<file path="src/rtl/dfow_pkg.sv">
// Shared types, constants and microcode store for the depth-first order walker.
// No dependencies; used by dfow_seq and depth_first_order_walker.
`default_nettype none

package dfow_pkg;

  localparam int MaxNodes = 32;
  localparam int NodeW    = $clog2(MaxNodes);
  localparam int CountW   = NodeW + 1;
  localparam int PcW      = 4;

  typedef logic [PcW-1:0] pc_t;

  typedef enum logic [1:0] {
    MODE_CLEAR = 2'd0,
    MODE_ADD   = 2'd1,
    MODE_RUN   = 2'd2,
    MODE_NOP   = 2'd3
  } mode_e;

  typedef struct packed {
    logic [1:0] mode;
    logic [4:0] src_node;
    logic [4:0] dst_node;
  } in_item_t;

  typedef struct packed {
    logic [4:0] node_index;
    logic       last;
    logic       empty_res;
  } out_item_t;

  typedef enum logic [3:0] {
    A_NONE,
    A_ACCEPT,
    A_CLEAR,
    A_ADD,
    A_INIT,
    A_ROOT,
    A_LOAD,
    A_DESCEND,
    A_NEXT,
    A_FINISH,
    A_EMPTY
  } act_e;

  typedef enum logic [3:0] {
    C_NEVER,
    C_ALWAYS,
    C_NO_VALID,
    C_MODE_RUN,
    C_MODE_ADD,
    C_MODE_NOP,
    C_N_ZERO,
    C_ROOT_DONE,
    C_ROOT_VIS,
    C_STK_EMPTY
  } cond_e;

  typedef struct packed {
    act_e  act;
    cond_e cond;
    pc_t   tgt;
  } ucode_t;

  typedef struct packed {
    logic in_valid;
    logic mode_run;
    logic mode_add;
    logic mode_nop;
    logic n_zero;
    logic root_done;
    logic root_vis;
    logic stk_empty;
    logic stall;
  } seq_status_t;

  localparam pc_t PcIdle     = 4'd0;
  localparam pc_t PcClear    = 4'd4;
  localparam pc_t PcAdd      = 4'd5;
  localparam pc_t PcRun      = 4'd6;
  localparam pc_t PcRootTest = 4'd7;
  localparam pc_t PcLoad     = 4'd10;
  localparam pc_t PcNextRoot = 4'd12;
  localparam pc_t PcFinish   = 4'd13;
  localparam pc_t PcEmpty    = 4'd14;

  function automatic ucode_t rom_word(input pc_t pc);
    ucode_t w;
    w = '{act: A_NONE, cond: C_ALWAYS, tgt: PcIdle};
    unique case (pc)
      4'd0:    w = '{act: A_ACCEPT,  cond: C_NO_VALID,  tgt: PcIdle};
      4'd1:    w = '{act: A_NONE,    cond: C_MODE_RUN,  tgt: PcRun};
      4'd2:    w = '{act: A_NONE,    cond: C_MODE_ADD,  tgt: PcAdd};
      4'd3:    w = '{act: A_NONE,    cond: C_MODE_NOP,  tgt: PcIdle};
      4'd4:    w = '{act: A_CLEAR,   cond: C_ALWAYS,    tgt: PcIdle};
      4'd5:    w = '{act: A_ADD,     cond: C_ALWAYS,    tgt: PcIdle};
      4'd6:    w = '{act: A_INIT,    cond: C_N_ZERO,    tgt: PcEmpty};
      4'd7:    w = '{act: A_NONE,    cond: C_ROOT_DONE, tgt: PcFinish};
      4'd8:    w = '{act: A_NONE,    cond: C_ROOT_VIS,  tgt: PcNextRoot};
      4'd9:    w = '{act: A_ROOT,    cond: C_NEVER,     tgt: PcIdle};
      4'd10:   w = '{act: A_LOAD,    cond: C_STK_EMPTY, tgt: PcNextRoot};
      4'd11:   w = '{act: A_DESCEND, cond: C_ALWAYS,    tgt: PcLoad};
      4'd12:   w = '{act: A_NEXT,    cond: C_ALWAYS,    tgt: PcRootTest};
      4'd13:   w = '{act: A_FINISH,  cond: C_ALWAYS,    tgt: PcIdle};
      4'd14:   w = '{act: A_EMPTY,   cond: C_ALWAYS,    tgt: PcIdle};
      default: w = '{act: A_NONE,    cond: C_ALWAYS,    tgt: PcIdle};
    endcase
    return w;
  endfunction

endpackage

`default_nettype wire

</file>
<file path="src/rtl/dfow_seq.sv">
// Microcode sequencer: step counter, control store and conditional jumps.
// Depends on dfow_pkg.
`default_nettype none

module dfow_seq (
  input  wire logic                 clk_i,
  input  wire logic                 rst_ni,
  input  wire dfow_pkg::seq_status_t status_i,
  output dfow_pkg::ucode_t          word_o
);

  dfow_pkg::pc_t pc_q, pc_d;
  logic          taken;

  assign word_o = dfow_pkg::rom_word(pc_q);

  always_comb begin
    unique case (word_o.cond)
      dfow_pkg::C_NEVER:     taken = 1'b0;
      dfow_pkg::C_ALWAYS:    taken = 1'b1;
      dfow_pkg::C_NO_VALID:  taken = !status_i.in_valid;
      dfow_pkg::C_MODE_RUN:  taken = status_i.mode_run;
      dfow_pkg::C_MODE_ADD:  taken = status_i.mode_add;
      dfow_pkg::C_MODE_NOP:  taken = status_i.mode_nop;
      dfow_pkg::C_N_ZERO:    taken = status_i.n_zero;
      dfow_pkg::C_ROOT_DONE: taken = status_i.root_done;
      dfow_pkg::C_ROOT_VIS:  taken = status_i.root_vis;
      dfow_pkg::C_STK_EMPTY: taken = status_i.stk_empty;
      default:               taken = 1'b1;
    endcase
  end

  always_comb begin
    priority if (status_i.stall) begin
      pc_d = pc_q;
    end else if (taken) begin
      pc_d = word_o.tgt;
    end else begin
      pc_d = pc_q + dfow_pkg::pc_t'(1);
    end
  end

  always_ff @(posedge clk_i or negedge rst_ni) begin
    if (!rst_ni) begin
      pc_q <= dfow_pkg::PcIdle;
    end else begin
      pc_q <= pc_d;
    end
  end

endmodule

`default_nettype wire

</file>
<file path="src/rtl/depth_first_order_walker.sv">
// Depth-first order walker: adjacency bit matrix, visited marks, path stack.
// Depends on dfow_pkg and dfow_seq.
// Clear and edge items pass the mode tests, then one action step, before the next ready.
// A walk over n nodes pushes and pops each node once through the two-step
// load/descend loop and tests each root once; an empty walk gives only the empty result.
// One item is in work at a time; a waiting result holds the sequencer.
// Reset clears the adjacency matrix, visited marks, stack depth and node count.
`default_nettype none

module depth_first_order_walker (
  input  wire logic                clk_i,
  input  wire logic                rst_ni,
  input  wire logic                in_valid_i,
  output logic                     in_ready_o,
  input  wire dfow_pkg::in_item_t  in_item_i,
  output logic                     out_valid_o,
  input  wire logic                out_ready_i,
  output dfow_pkg::out_item_t      out_item_o,
  input  wire logic                cfg_we_i,
  input  wire logic [5:0]          cfg_data_i
);

  localparam int N  = dfow_pkg::MaxNodes;
  localparam int NW = dfow_pkg::NodeW;
  localparam int CW = dfow_pkg::CountW;

  function automatic logic [NW-1:0] lowest_bit(input logic [N-1:0] bits);
    logic [NW-1:0] idx;
    idx = '0;
    for (int i = N - 1; i >= 0; i--) begin
      if (bits[i]) begin
        idx = NW'(i);
      end
    end
    return idx;
  endfunction

  dfow_pkg::ucode_t      word;
  dfow_pkg::seq_status_t status;

  logic [5:0]    nc_q;
  dfow_pkg::in_item_t item_q;
  logic [N-1:0]  adj_q [N];
  logic [N-1:0]  visited_q;
  logic [N-1:0]  part_q;
  logic [N-1:0]  row_q;
  logic [NW-1:0] stk_q [N];
  logic [CW-1:0] depth_q;
  logic [CW-1:0] root_q;
  logic [CW-1:0] n_q;
  logic [NW-1:0] pend_q;
  logic          pend_v_q;
  logic          out_valid_q;
  dfow_pkg::out_item_t out_q;

  logic          slot_free;
  logic          emit_act;
  logic          run;
  logic [CW-1:0] depth_m1;
  logic [N-1:0]  cand;
  logic          can_descend;
  logic [NW-1:0] w_idx;
  logic [CW-1:0] n_eff;
  logic [N-1:0]  part_new;

  dfow_seq u_seq (
    .clk_i    (clk_i),
    .rst_ni   (rst_ni),
    .status_i (status),
    .word_o   (word)
  );

  assign slot_free = !out_valid_q || out_ready_i;
  assign emit_act  = (word.act == dfow_pkg::A_ROOT) || (word.act == dfow_pkg::A_DESCEND) ||
                     (word.act == dfow_pkg::A_FINISH) || (word.act == dfow_pkg::A_EMPTY);
  assign run       = !(emit_act && !slot_free);

  assign depth_m1    = depth_q - CW'(1);
  assign cand        = row_q & ~visited_q & part_q;
  assign can_descend = (cand != '0) && (depth_q < CW'(N));
  assign w_idx       = lowest_bit(cand);

  assign n_eff = (nc_q > 6'(N)) ? CW'(N) : CW'(nc_q);

  always_comb begin
    for (int i = 0; i < N; i++) begin
      part_new[i] = (CW'(i) < n_eff);
    end
  end

  always_comb begin
    status.in_valid  = in_valid_i;
    status.mode_run  = (item_q.mode == dfow_pkg::MODE_RUN);
    status.mode_add  = (item_q.mode == dfow_pkg::MODE_ADD);
    status.mode_nop  = (item_q.mode == dfow_pkg::MODE_NOP);
    status.n_zero    = (n_eff == '0);
    status.root_done = (root_q == n_q);
    status.root_vis  = visited_q[root_q[NW-1:0]];
    status.stk_empty = (depth_q == '0);
    status.stall     = !run;
  end

  assign in_ready_o  = (word.act == dfow_pkg::A_ACCEPT);
  assign out_valid_o = out_valid_q;
  assign out_item_o  = out_q;

  always_ff @(posedge clk_i or negedge rst_ni) begin
    if (!rst_ni) begin
      nc_q <= '0;
    end else if (cfg_we_i) begin
      nc_q <= cfg_data_i;
    end
  end

  always_ff @(posedge clk_i or negedge rst_ni) begin
    if (!rst_ni) begin
      for (int i = 0; i < N; i++) begin
        adj_q[i] <= '0;
      end
    end else if (word.act == dfow_pkg::A_CLEAR) begin
      for (int i = 0; i < N; i++) begin
        adj_q[i] <= '0;
      end
    end else if (word.act == dfow_pkg::A_ADD) begin
      adj_q[item_q.src_node][item_q.dst_node] <= 1'b1;
    end
  end

  always_ff @(posedge clk_i) begin
    if (in_valid_i && in_ready_o) begin
      item_q <= in_item_i;
    end
    if (word.act == dfow_pkg::A_LOAD) begin
      row_q <= adj_q[stk_q[depth_m1[NW-1:0]]];
    end
    if (run && (word.act == dfow_pkg::A_ROOT)) begin
      stk_q[0] <= root_q[NW-1:0];
    end else if (run && (word.act == dfow_pkg::A_DESCEND) && can_descend) begin
      stk_q[depth_q[NW-1:0]] <= w_idx;
    end
    if (run && (word.act == dfow_pkg::A_ROOT)) begin
      pend_q <= root_q[NW-1:0];
    end else if (run && (word.act == dfow_pkg::A_DESCEND) && can_descend) begin
      pend_q <= w_idx;
    end
  end

  always_ff @(posedge clk_i or negedge rst_ni) begin
    if (!rst_ni) begin
      visited_q <= '0;
      part_q    <= '0;
      depth_q   <= '0;
      root_q    <= '0;
      n_q       <= '0;
      pend_v_q  <= 1'b0;
    end else if (run) begin
      unique case (word.act)
        dfow_pkg::A_INIT: begin
          visited_q <= '0;
          part_q    <= part_new;
          depth_q   <= '0;
          root_q    <= '0;
          n_q       <= n_eff;
          pend_v_q  <= 1'b0;
        end
        dfow_pkg::A_ROOT: begin
          visited_q[root_q[NW-1:0]] <= 1'b1;
          depth_q  <= CW'(1);
          pend_v_q <= 1'b1;
        end
        dfow_pkg::A_DESCEND: begin
          if (can_descend) begin
            visited_q[w_idx] <= 1'b1;
            depth_q <= depth_q + CW'(1);
          end else begin
            depth_q <= depth_m1;
          end
        end
        dfow_pkg::A_NEXT: begin
          root_q <= root_q + CW'(1);
        end
        default: begin
        end
      endcase
    end
  end

  always_ff @(posedge clk_i or negedge rst_ni) begin
    if (!rst_ni) begin
      out_valid_q <= 1'b0;
    end else if (!run) begin
      out_valid_q <= out_valid_q;
    end else if (((word.act == dfow_pkg::A_ROOT) && pend_v_q) ||
                 ((word.act == dfow_pkg::A_DESCEND) && can_descend) ||
                 (word.act == dfow_pkg::A_FINISH) || (word.act == dfow_pkg::A_EMPTY)) begin
      out_valid_q <= 1'b1;
    end else if (out_ready_i) begin
      out_valid_q <= 1'b0;
    end
  end

  always_ff @(posedge clk_i) begin
    if (run) begin
      unique case (word.act)
        dfow_pkg::A_ROOT: begin
          if (pend_v_q) begin
            out_q <= '{node_index: pend_q, last: 1'b0, empty_res: 1'b0};
          end
        end
        dfow_pkg::A_DESCEND: begin
          if (can_descend) begin
            out_q <= '{node_index: pend_q, last: 1'b0, empty_res: 1'b0};
          end
        end
        dfow_pkg::A_FINISH: out_q <= '{node_index: pend_q, last: 1'b1, empty_res: 1'b0};
        dfow_pkg::A_EMPTY:  out_q <= '{node_index: '0, last: 1'b1, empty_res: 1'b1};
        default: begin
        end
      endcase
    end
  end

  a_depth_bound: assert property (@(posedge clk_i) disable iff (!rst_ni)
    depth_q <= CW'(N))
    else $error("stack depth beyond node limit");

  a_visited_in_part: assert property (@(posedge clk_i) disable iff (!rst_ni)
    (visited_q & ~part_q) == '0)
    else $error("node outside the walk marked visited");

  a_empty_is_last: assert property (@(posedge clk_i) disable iff (!rst_ni)
    out_valid_o && out_item_o.empty_res |-> out_item_o.last)
    else $error("empty result not flagged last");

  a_finish_needs_pending: assert property (@(posedge clk_i) disable iff (!rst_ni)
    (word.act == dfow_pkg::A_FINISH) |-> pend_v_q)
    else $error("walk finished with no pending node");

endmodule

`default_nettype wire

</file>
<file path="config.mk">
export PLATFORM = sky130hd
export DESIGN_NAME = depth_first_order_walker
export DESIGN_NICKNAME = d
export VERILOG_FILES = /design/src/rtl/dfow_pkg.sv /design/src/rtl/dfow_seq.sv /design/src/rtl/depth_first_order_walker.sv
export SDC_FILE = /design/constraint.sdc
export NUM_CORES = 2
export LEC_CHECK = 0
export ABC_CLOCK_PERIOD_IN_PS = 4000
export BUFFER_PORTS_ARGS = -buffer_cell sky130_fd_sc_hd__buf_4
export CORE_MARGIN = 2
export CORE_UTILIZATION = 30
export CTS_BUF_LIST = sky130_fd_sc_hd__clkbuf_4 sky130_fd_sc_hd__clkbuf_8
export DETAILED_ROUTE_END_ITERATION = 12
export HOLD_SLACK_MARGIN = 0.15
export PLACE_DENSITY = 0.53
export SYNTH_ARGS = -nofsm -noshare
export SYNTH_HDL_FRONTEND = slang
export SYNTH_SLANG_ARGS = --single-unit
</file>
<file path="constraint.sdc">
create_clock -name clk_i -period 4 [get_ports clk_i]
set_clock_uncertainty 0.15 [all_clocks]
set_input_delay 0.8 -clock clk_i [delete_from_list [all_inputs] [get_ports clk_i]]
set_output_delay 0.8 -clock clk_i [all_outputs]
set_load 0.02 [all_outputs]
</file>
## Word-level counts from Yosys, hierarchy flattened

Memories as Yosys holds them, arrays and structs flattened.
Cells that the tools add are included.

- Bits in registers: 1174
- RAM bits: 160
- Memory bits (read-only): 192
- Input bits: 23
- Logic and storage cells: 244
- Memories: 2

- $add $sub $neg: 4
- Magnitude comparators: 43
- Equal/unequal tests: 24
- Mux-type cells: 71
- Bitwise gates (word level): 9
- Reductions and logical operators: 42

Memory list:

| memory | depth | bits a word | rd ports | clocked after Yosys merged registers in | wr ports | RTL line | RTL |
|---|---|---|---|---|---|---|---|
| (name not given) | 16 | 12 | 1 | 0 | 0 | dfow_pkg.sv:91 | `unique case (pc)` |
| stk_q | 32 | 5 | 1 | 0 | 1 | depth_first_order_walker.sv:47 | `logic [NW-1:0] stk_q [N];` |

Operators with widths:

| operator | number |
|---|---|
| $mux 1024 | 2 |
| $or 1024x1024->1024 | 1 |
| $mux 5 | 36 |
| $bmux 32 s5 | 1 |
| $demux 32 s5 | 1 |
| $mux 32 | 4 |
| $lt 5x6->1 const A | 16 |
| $pmux 32 s3 | 1 |
| $and 32x32->32 | 2 |
| $or 32x32->32 | 2 |
| $lt 4x6->1 const A | 8 |
| $eq 4x3->1 const B | 8 |
| $not 32->32 | 1 |
| $reduce_bool 32->1 | 1 |
| $pmux 7 s4 | 1 |
| $lt 3x6->1 const A | 4 |
| $eq 4x4->1 const B | 5 |
| $lt 5x6->1 const B | 3 |
| $pmux 6 s3 | 1 |
| $eq 4x2->1 const B | 4 |
| $demux 1 s5 | 3 |
| $ge 5x1->1 const B | 3 |
| $mux 7 | 2 |
| $add 6x1->6 const B | 2 |
| other kinds (34) | 81 |

## Logic depth before layout (Yosys ltp)

- Depth after elaboration: 42
- Mapped depth: 16

## Cells and area by module

A second synthesis with hierarchy kept.

- Cells, all modules: 6303
- Area, all modules: 59635.9 um^2

By module, submodules not included:

| module | instances | cells an instance | area an instance (um^2) | sequential area each (um^2) |
|---|---|---|---|---|
| depth_first_order_walker | 1 | 6221 | 58970.3 | 34337.9 |
| dfow_seq | 1 | 82 | 665.6 | 100.1 |

## Worst setup path before layout

No wires, ideal clock.

- Path kind: reg-to-reg
- Start point: reg u_seq.pc_q[1]
- End point: mem stk_q[0][0] (netlist name), data pin
- Library setup time: 454 ps
- Arrival: 3433 ps
- Data required time: 3396 ps
- Setup slack: -37 ps
- Stages on the path, launching flop included: 9
- Period minus slack after synthesis: 4037 ps
- Cell sequence: dfrtp_1 -> inv_1 -> ha_1 -> or4b_1 -> o21ai_1 -> nand3_1 -> nor2_1 -> nand2_1 -> o21ai_0

- Cells in the longest elaborated chain, start to end: 14

Ends and longest elaborated chain:

| item | RTL line | RTL |
|---|---|---|
| start, declared | dfow_seq.sv:12 | `dfow_pkg::pc_t pc_q, pc_d;` |
| start signal, assigned | dfow_seq.sv:45 | `pc_q <= dfow_pkg::PcIdle;` |
| start signal, assigned | dfow_seq.sv:47 | `pc_q <= pc_d;` |
| $mem_v2 16x12 (*) | -- |  |
| $eq 4x3->1, on equally long branches | depth_first_order_walker.sv:74, depth_first_order_walker.sv:136, depth_first_order_walker.sv:138 |  |
| $logic_or 1x1->1 (2 in series) | depth_first_order_walker.sv:74 | `assign emit_act = (word.act == dfow_pkg::A_ROOT) \|\| (word.act == dfow_pkg::A_DESCEND) \|\|` |
| $logic_or 1x1->1 | depth_first_order_walker.sv:75 | `(word.act == dfow_pkg::A_FINISH) \|\| (word.act == dfow_pkg::A_EMPTY);` |
| $logic_and 1x1->1 | depth_first_order_walker.sv:76 | `assign run = !(emit_act && !slot_free);` |
| $logic_not 1->1 | depth_first_order_walker.sv:76 |  |
| $logic_and 1x1->1 (2 in series) | depth_first_order_walker.sv:138 | `end else if (run && (word.act == dfow_pkg::A_DESCEND) && can_descend) begin` |
| $mux 1 | depth_first_order_walker.sv:138 |  |
| $mux 1 (*) | depth_first_order_walker.sv:136 | `if (run && (word.act == dfow_pkg::A_ROOT)) begin` |
| $mux 1 (not written as such) (*) | depth_first_order_walker.sv:139 | `stk_q[depth_q[NW-1:0]] <= w_idx;` |
| $reduce_or 5->1 (no line) (*) | -- |  |
| $mux 5 (no line) (*) | -- |  |
| end, declared | depth_first_order_walker.sv:47 |  |

Mark *: on every way between the ends. The rest lies on a longest branch, timed or not.

## Final worst setup path

- Start point: reg depth_q[0]
- End point: reg row_q[14], data pin

- Cells in the longest elaborated chain, start to end: 6

Ends and longest elaborated chain:

| item | RTL line | RTL |
|---|---|---|
| start, declared | depth_first_order_walker.sv:48 | `logic [CW-1:0] depth_q;` |
| start signal, assigned | depth_first_order_walker.sv:174 | `depth_q <= depth_q + CW'(1);` |
| start signal, assigned | depth_first_order_walker.sv:176 | `depth_q <= depth_m1;` |
| $sub 6x1->6 | depth_first_order_walker.sv:78 | `assign depth_m1 = depth_q - CW'(1);` |
| $mem_v2 32x5 | -- |  |
| $not 5->6 (not written as such) | depth_first_order_walker.sv:134 | `row_q <= adj_q[stk_q[depth_m1[NW-1:0]]];` |
| $bmux 32 s5 | depth_first_order_walker.sv:134 |  |
| $mux 32 (not written as such) (2 in series) | depth_first_order_walker.sv:134 |  |
| end signal, assigned | depth_first_order_walker.sv:134 |  |
| end, declared | depth_first_order_walker.sv:46 | `logic [N-1:0] row_q;` |

No other way between the ends. The select of a mux whose other input is x is not followed.
A chain may end at the register's enable or synchronous reset.

==> flow_summary.yaml <==
status:
  outcome: "finished, final reports clean"
grt:
  grt_pass1_vias: 44971
  antenna_found_initial: 5
  grt_remaining_overflow: 0
  grt_pass1_wl_um: 304800
  grt_max_degree: 143
  grt_use_total_pct: 20.20
sta:
  finalSetupTns_ns: 0
  rsz0062_at_grt: "yes"
  setup_viol: 0
  finalHoldViolations: 0
  maxSlewViolCount: 0
  max_slew_margin_pct: 9.532
  worstMarginPinSlew_ns: 1.350
  min_period_over_period_pct: 98.50
  finalCriticalPeriod_ns: 3.940
  max_freq_ghz: 0.2538
yosys:
  syn_inst: 5614
  ys.flop_type: "dfrtp_1"
  ys_ff_latch: 1333
  yosysTopAreaCellShare_pct: 47.23
  synthTopCellsByArea: "dfrtp_1 47%, edfxtp_1 11%, a21oi_1 8.9%"
  synth_area_per_cell_um2: 10.54
  synth_cell_type_count: 76
  yosys_warnings: 0
  synth_edf_count: 216
  synth-async-reset-ratio_pct: 83.80
  synth.yosys.seq_area_share_pct: 58.19
  yosys.area.top_type: "dfrtp_1"
  synthesis.area_um2: 59180
  syn_nets: 5653
route:
  drt_iter0_drc: 4535
  dr.pass1.iters: 6
  num_vias: 45942
  wire_per_inst_um: 23.80
  route.detailed.drc: 0
  vias_per_cell: 5.327
  postRouteWirelength_um: 205300
  ant_nets: 0
run:
  max_cap_viol_count: 0
critical_path:
  worstReg2RegEnd: "row_q[14]$_DFFE_PN_"
  worstSetupStartpointType: "register"
  crit_required_ns: 4.54
  r2r_start: "depth_q[0]$_DFFE_PN0P_"
  rr_worst_depth: 15
  cp-end-kind: "register"
  crit_type: "register to register"
  critPathArrivalTime_ns: 4.48
  crit_end: "row_q[14]$_DFFE_PN_"
  path_max_fanout: 19
  r2r_slack_ns: 0.06
  crit_start: "depth_q[0]$_DFFE_PN0P_"
pwr:
  p_leak_nw: 31.67
  fin_total_pwr_mw: 77.67
  ir_worst_vdd_uv: 1102
  powerDensity_nw_per_um2: 1095
layout:
  syn_to_final_growth_pct: 19.87
  fin_nets: 5846
  layout-drive-gt1-share_pct: 17.09
  layout_commonest_cell: "nor2_1"
  final_cell_mix: "1,213 x nor2_1, 1,114 x dfrtp_1, 1,054 x a21oi_1, 514 x mux2i_1, 289 x buf_4"
floorplanning:
  fp-row-count: 163
  fp.dieH_um: 448.1
  design.die.area_um2: 200800
  io_pins: 32
  coreArea_um2: 196600
  start_util_pct: 30.10
  die_x_um: 448.1
clock_tree:
  clk_pin_slew_ns: 0.06
  cts_buffers: 226
  root_buffer: "clkbuf_8"
  cts.sink_count: 1333
  clk_path_buf_depth: 3
  clk_latency_ns: 0.95
  cts.htree.levels: 4
  cts_tree: "built"
placed_design:
  gp_congestion: 0.8877
  io_buffers: 31
  dpl.hpwl_um: 126900
min_path:
  worstHoldPathType: "input pin to asynchronous set/reset pin"
==> cells by family (layout without fill, tap and decap cells) <==
family,after synthesis,after routing,share of synthesized area (%)
other,0,3,0
and+or+nand+nor,1647,1647,11.86
adders and majority gates,16,16,0.3383
buffers and inverters,501,868,3.683
xor gates and xnor gates,15,15,0.2474
AOI/OAI and AO/OA,1516,1516,14.63
muxes,586,586,11.05
DFF,1333,1333,58.19
==> metrics by stage <==
stage               worst slack [ns]  util (%)  instances  instance area (µm²)  hold slack [ns]
global placement             -0.1884     33.14       8139                65160           0.3084
floorplan                     0.1256         -       5614                59180           0.2929
detailed placement           -0.1824     33.14       8139                65160           0.3139
global route                -0.04109     36.08       8623                70940           0.3219
finish                       0.05997     36.08       8624                70940           0.3150
CTS                         0.004298     35.81       8578                70400           0.2804
==> critical path: stages (launching register included) <==
cell      delay [ns]
dfrtp_2         0.42
inv_2           0.12
ha_4            0.24
buf_12          0.16
buf_4           0.14
mux4_2          0.35
nor2_1          0.18
o22ai_1         0.17
o2111a_2        0.28
buf_4           0.17
nor4_4          0.31
buf_12          0.25
buf_4           0.19
a22oi_1         0.09
nand4_1         0.35
nor2_1          0.09
==> routing by layer <==
layer	part of all wire (%)	up-vias	track usage, %
met5	0.0097	-	0
met4	3.4	2	7.365
met3	7.0	398	3.648
met2	46	1740	31.30
met1	44	23482	28.20
li1	-	20320	-
==> what timing repair did <==
action,in CTS,in global routing
hold buffers,25,0
endpoints found under the hold margin,406,0
pin swaps,5,26
cloned,4,3
endpoints found under the setup margin,13,78
resized for setup,18,24
buffers inserted,9,41
==> power by group <==
group / switching [mW] / leakage, nW / total [mW] / internal, mW
sequential: 0.824 / 17.4 / 16.1 / 15.3
clock: 5.70 / 2.54 / 12.8 / 7.12
combinational: 27.9 / 11.7 / 48.7 / 20.9
total: 34.4 / 31.7 / 77.7 / 43.3
==> layout make-up <==
cell class	count	area (µm²)
clock buffer	363	4408
multi-input combinational	3780	23240
inverter	17	63.81
tap	2640	3303
antenna	3	7.507
timing repair buffer	449	5172
sequential	1333	34440
clock inverter	39	304.0
fill	19526	125700
==> worst min-delay path by stage <==
| stage | startpoint | end | slack (ns) | cells past startpoint |
|---|---|---|---|---|
| 2_1_floorplan | part_q[28]$_DFFE_PN0P_ | part_q[28]$_DFFE_PN0P_ | 0.29 | 2 |
| 3_3_place_gp | part_q[29]$_DFFE_PN0P_ | part_q[29]$_DFFE_PN0P_ | 0.31 | 2 |
| 3_5_place_dp | part_q[28]$_DFFE_PN0P_ | part_q[28]$_DFFE_PN0P_ | 0.31 | 2 |
| 4_1_cts | rst_ni | adj_q[74]$_DFFE_PN0P_ | 0.28 | 2 |
| 5_1_grt | rst_ni | adj_q[168]$_DFFE_PN0P_ | 0.32 | 2 |
| 6_report | rst_ni | adj_q[74]$_DFFE_PN0P_ | 0.32 | 2 |
==> cells in the mapped netlist, types with 8 or more instances <==
| library cell | instances |
|---|---|
| a211oi_1 | 13 |
| a21o_1 | 13 |
| a21oi_1 | 1054 |
| a22oi_1 | 259 |
| a31oi_1 | 29 |
| buf_1 | 8 |
| buf_2 | 17 |
| buf_4 | 44 |
| buf_6 | 15 |
| clkbuf_1 | 400 |
| dfrtp_1 | 1117 |
| edfxtp_1 | 216 |
| ha_1 | 16 |
| inv_1 | 15 |
| mux2_2 | 13 |
| mux2i_1 | 520 |
| mux4_2 | 52 |
| nand2_1 | 109 |
| nand2b_1 | 22 |
| nand3_1 | 22 |
| nand3b_1 | 44 |
| nand4_1 | 80 |
| nor2_1 | 1250 |
| nor2b_1 | 16 |
| nor3_1 | 42 |
| nor4_2 | 15 |
| o211ai_1 | 12 |
| o21ai_0 | 53 |
| o22ai_1 | 15 |
| o31ai_1 | 8 |
| or2_2 | 8 |
| xnor2_1 | 10 |
==> state kept, by name (all words and copies together), names as in the netlist <==
name and count:
adj_q 1024, pend_q 5, depth_q 6, u_seq.pc_q 4
root_q 6, out_item_o 7, visited_q 32, nc_q 6
out_valid_o 1, pend_v_q 1, row_q 32, item_q 12
part_q 32, stk_q 160, n_q 5
Note: power is estimated with default switching activity, not from simulation.
